==> src/rtl/dcs_pkg.sv <==
package dcs_pkg;

    localparam int MAX_ENTRIES = 64;
    localparam int COORD_WIDTH = 16;

    typedef logic signed [COORD_WIDTH-1:0] t_coord;

    typedef struct packed {
        t_coord x;
        t_coord y;
    } t_pair;

    // broadcast to every cell of the chain
    typedef struct packed {
        logic  insert;  // new pair enters its sorted place
        logic  shift;   // drain: every cell takes its right neighbour
        t_pair pair;
    } t_cell_ctrl;

    typedef struct packed {
        logic  valid;
        t_pair pair;
    } t_cell_state;

    // descending lexicographic order: true if a must stand before b
    function automatic logic goes_before(input t_pair a, input t_pair b);
        logic r;
        if (a.x != b.x) begin
            r = (a.x > b.x);
        end else begin
            r = (a.y > b.y);
        end
        return r;
    endfunction

endpackage

==> src/rtl/dcs_cell.sv <==
module dcs_cell (
    input  logic                 i_clk,
    input  logic                 i_rst_n,
    input  dcs_pkg::t_cell_ctrl  i_ctrl,
    input  dcs_pkg::t_cell_state i_left,
    input  logic                 i_left_disp,
    input  dcs_pkg::t_cell_state i_right,
    output dcs_pkg::t_cell_state o_state,
    output logic                 o_disp
);

    logic          r_valid;
    dcs_pkg::t_pair r_pair;
    logic          n_valid;
    dcs_pkg::t_pair n_pair;

    // this cell's content gives way to the new pair (or the cell is free)
    assign o_disp = !r_valid || dcs_pkg::goes_before(i_ctrl.pair, r_pair);

    always_comb begin
        n_valid = r_valid;
        n_pair  = r_pair;
        if (i_ctrl.shift) begin
            n_valid = i_right.valid;
            n_pair  = i_right.pair;
        end else if (i_ctrl.insert) begin
            n_valid = r_valid || i_left.valid;
            if (o_disp) begin
                n_pair = i_left_disp ? i_left.pair : i_ctrl.pair;
            end
        end
    end

    always_ff @(posedge i_clk) begin
        if (!i_rst_n) begin
            r_valid <= 1'b0;
        end else begin
            r_valid <= n_valid;
        end
        r_pair <= n_pair;
    end

    assign o_state.valid = r_valid;
    assign o_state.pair  = r_pair;

endmodule

==> config.mk <==
export PLATFORM = sky130hd
export DESIGN_NAME = dcs_cell
export DESIGN_NICKNAME = d
export VERILOG_FILES = /design/src/rtl/dcs_pkg.sv /design/src/rtl/dcs_cell.sv
export SDC_FILE = /design/constraint.sdc
export NUM_CORES = 1
export LEC_CHECK = 0
export ABC_AREA = 1
export BUFFER_PORTS_ARGS = -buffer_cell sky130_fd_sc_hd__buf_2
export CAP_MARGIN = 20
export CELL_PAD_IN_SITES_DETAIL_PLACEMENT = 0
export CELL_PAD_IN_SITES_GLOBAL_PLACEMENT = 1
export CORE_ASPECT_RATIO = 2
export CORE_MARGIN = 2
export CORE_UTILIZATION = 34
export DETAILED_ROUTE_END_ITERATION = 12
export MAX_ROUTING_LAYER = met4
export PLACE_DENSITY_LB_ADDON = 0.1
export SLEW_MARGIN = 20
export SYNTH_ARGS = -nofsm -noshare
export SYNTH_HDL_FRONTEND = slang
export SYNTH_SLANG_ARGS = --single-unit
==> constraint.sdc <==
create_clock -name i_clk -period 5.7 [get_ports i_clk]
set_clock_uncertainty 0.2 [all_clocks]
set_input_delay 0.285 -clock i_clk [delete_from_list [all_inputs] [get_ports i_clk]]
set_output_delay 0.285 -clock i_clk [all_outputs]
set_load 0.005 [all_outputs]
==> impl_metrics.tcl <==
set metrics [dict create \
    final_area_um2 3520 \
    path_buf_inv 2 \
    yosys.area.top_type_share 0.367 \
    synth.area.top_cells "edfxtp_1 37%, ha_1 15%, a21oi_1 14%" \
    r2r_start "o_state[23]" \
    synth_nets 483 \
    cts_buffers 5 \
    tns_ps 0 \
    drt_iter0_drc 71 \
    period_share 0.484 \
    holdCritPathClass "input port to flop" \
    yosysWarnings 0 \
    ys.flop_type "edfxtp_1" \
    drc 0 \
    holdBufCountCts 0 \
    slowest_stage "buf_4" \
    place_hpwl_um 5920 \
    cp-end-kind "flop" \
    design.core.area_um2 7540 \
    cts_buffer_depth 2 \
    final_layout_size_suffix_gt1_frac 0.331 \
    cts_setup_buffers 0 \
    syn_inst 348 \
    first_pass_iters 4 \
    p_per_area_nw_per_um2 230 \
    synth_edf_count 32 \
    whs_path_depth 3 \
    grt_overflow 0 \
    rsz0062_at_grt "no" \
    cts_resized 0 \
    placed_area_um2 3360 \
    drv_slew 0 \
    antenna_cells 0 \
    synth_cell_types 24 \
    clock_latency_ps 280 \
    ys_ff_latch 33 \
    crit_path_start_kind "flop" \
    cp_common_cell "nand2_1" \
    cp.required_ps 5440 \
    fp.dieW_um 66.1 \
    final_util 0.467 \
    cpPeakStageDelay_ps 420 \
    worst_pin_slew_ps 733 \
    nets 612 \
    worstRegToRegCells 13 \
    track_usage 0.199 \
    drv_cap 0 \
    initial_core_util 0.347 \
    max_freq_ghz 0.363 \
    fillerInstances 846 \
    synthesis.area_um2 2620 \
    hold_end "r_valid" \
    syn_area_per_cell_um2 7.53 \
    p_leak_nw 1.89 \
    async_reset_ff_frac 0 \
    place_ws_ps 2880 \
    antenna_found_initial 0 \
    grt_pass1_wl_um 12300 \
    ys_seq_area_frac 0.374 \
    dieArea_um2 8470 \
    routed_wl_um 7860 \
    run_status "finished clean" \
    min-delay-start "i_left[32]" \
    crit_family "simple AND/OR/NAND/NOR gates" \
    worst-setup-path-type "flop to flop" \
    cts_tree "built" \
    vdd_drop_max_v 0.000185 \
    grt_start_max_net_pins 35 \
    cp_cell_sequence "inv_1 -> ha_1 -> nand2_2 -> nor2_4 -> nand4_2 -> nor2_2 -> nand2_1 -> a21oi_2 -> nand2_1 -> nand3_2 -> nand2_1 -> nand2_1 -> buf_4" \
    clkSinkCount 33 \
    cts.clk_slew.worst_paths_ps 50 \
    hold_viol_final 0 \
    root_buffer "clkbuf_16" \
    period_needed_ps 2760 \
    grt_pass1_vias 2722 \
    drtAntennaViolNets 0 \
    io-pin-count 137 \
    arrival_ps 2500 \
    viasPerCell 4.75 \
    setup_viol 0 \
    wl_per_cell_um 13.7 \
    vias 2719 \
    p_total_mw 0.811 \
    synth_area_leader_cell "edfxtp_1" \
    relSlewSlack 0.511 \
    htreeDepth 2 \
    syn2layout_area_growth_pct 34.3 \
    r2r-end "o_state[13]" \
    gp_congestion 0.793 \
    die_h_um 128 \
    fp-row-count 45 \
    ff2ff_setup_slack_ps 2940 \
    port_buffers 136 \
    setup_ws_ps 2940 \
    worstPathMaxFanout 24 \
]
cell usage after synthesis, types with 3 or more instances:
library cell  count
a21oi_1          75
nand2_1          74
inv_1            47
nor2_1           45
edfxtp_1         32
ha_1             32
clkbuf_1         11
nand3_1           6
inv_2             4
buf_2             3
worst register-to-register path, cell delays in order (launching register included):
cell and delay, ps:
edfxtp_1 360, inv_1 50, ha_1 290, nand2_2 80, nor2_4 120, nand4_2 100
nor2_2 140, nand2_1 70, a21oi_2 90, nand2_1 70, nand3_2 80, nand2_1 50
nand2_1 290, buf_4 420
final cells by class:
| class | count | area (um2) | area share |
|---|---|---|---|
| Tap cell | 94 | 118 | 0.0334 |
| Inverter | 52 | 195 | 0.0554 |
| Multi-Input combinational cell | 248 | 1380 | 0.392 |
| Sequential cell | 33 | 981 | 0.279 |
| Clock buffer | 7 | 153 | 0.0434 |
| Clock inverter | 1 | 5.00 | 0.00142 |
| Timing Repair Buffer | 137 | 688 | 0.195 |
sequential cells by signal (all words and copies together) (netlist names):
name and flops:
o_state 32, r_valid 1
worst max path at each step:
stage | startpoint | endpoint | cells after the start
2_1_floorplan | o_state[23] | o_state[0] | 12
5_1_grt | o_state[3] | o_state[13] | 16
4_1_cts | o_state[23] | o_state[13] | 13
3_5_place_dp | i_ctrl[32] | o_state[8] | 4
6_report | o_state[23] | o_state[13] | 13
3_3_place_gp | i_ctrl[32] | o_state[9] | 4
placed cells by master (no fill, tap or decap):
| cell type | synthesis | layout |
|---|---|---|
| a21o_1 | 2 | 2 |
| a21oi_1 | 75 | 75 |
| a21oi_2 | 1 | 1 |
| buf_2 | 3 | 136 |
| buf_4 | 1 | 1 |
| clkbuf_16 | 0 | 5 |
| clkbuf_8 | 0 | 2 |
| clkinv_1 | 1 | 1 |
| clkinv_2 | 0 | 1 |
| dfxtp_1 | 1 | 1 |
| edfxtp_1 | 32 | 32 |
| ha_1 | 32 | 32 |
| inv_1 | 47 | 47 |
| inv_2 | 4 | 4 |
| nand2_1 | 74 | 74 |
| nand2_2 | 2 | 2 |
| nand3_1 | 6 | 6 |
| nand3_2 | 1 | 1 |
| nand4_1 | 1 | 1 |
| nand4_2 | 2 | 2 |
| nor2_1 | 45 | 45 |
| nor2_2 | 1 | 1 |
| nor2_4 | 2 | 2 |
| o21ai_0 | 2 | 2 |
| o21ai_1 | 1 | 1 |
| o21bai_1 | 1 | 1 |
metrics by stage:
| step | hold slack (ps) | cells |
|---|---|---|
| 2_1_floorplan | 219 | 348 |
| 3_3_place_gp | 337 | 564 |
| 3_5_place_dp | 339 | 564 |
| 4_1_cts | 42.7 | 572 |
| 5_1_grt | 75.2 | 572 |
| 6_report | 49.8 | 572 |
power by group:
group	switching [mW]	leakage [nW]	internal, mW
clock network	0.101	0.0799	0.185
registers	0.0117	0.329	0.297
logic	0.121	1.49	0.0954
layer usage:
layer / vias to the layer above / wire (um) / GRT usage
li1: 1403 / - / -
met4: 0 / 187 / 0.0744
met5: - / 0 / -
met3: 11 / 476 / 0.0360
met1: 1211 / 2720 / 0.194
met2: 94 / 4480 / 0.374
cell families (layout without fill, tap and decap cells):
| kind of cell | count (synthesis) | after routing | share of synthesized area |
|---|---|---|---|
| DFF | 33 | 33 | 0.374 |
| buffers and inverters | 67 | 197 | 0.0988 |
| AOI/OAI and AO/OA | 82 | 82 | 0.161 |
| adders and majority gates | 32 | 32 | 0.153 |
| and+or+nand+nor | 134 | 134 | 0.213 |
No activity file was read; power rests on OpenSTA's default activity.
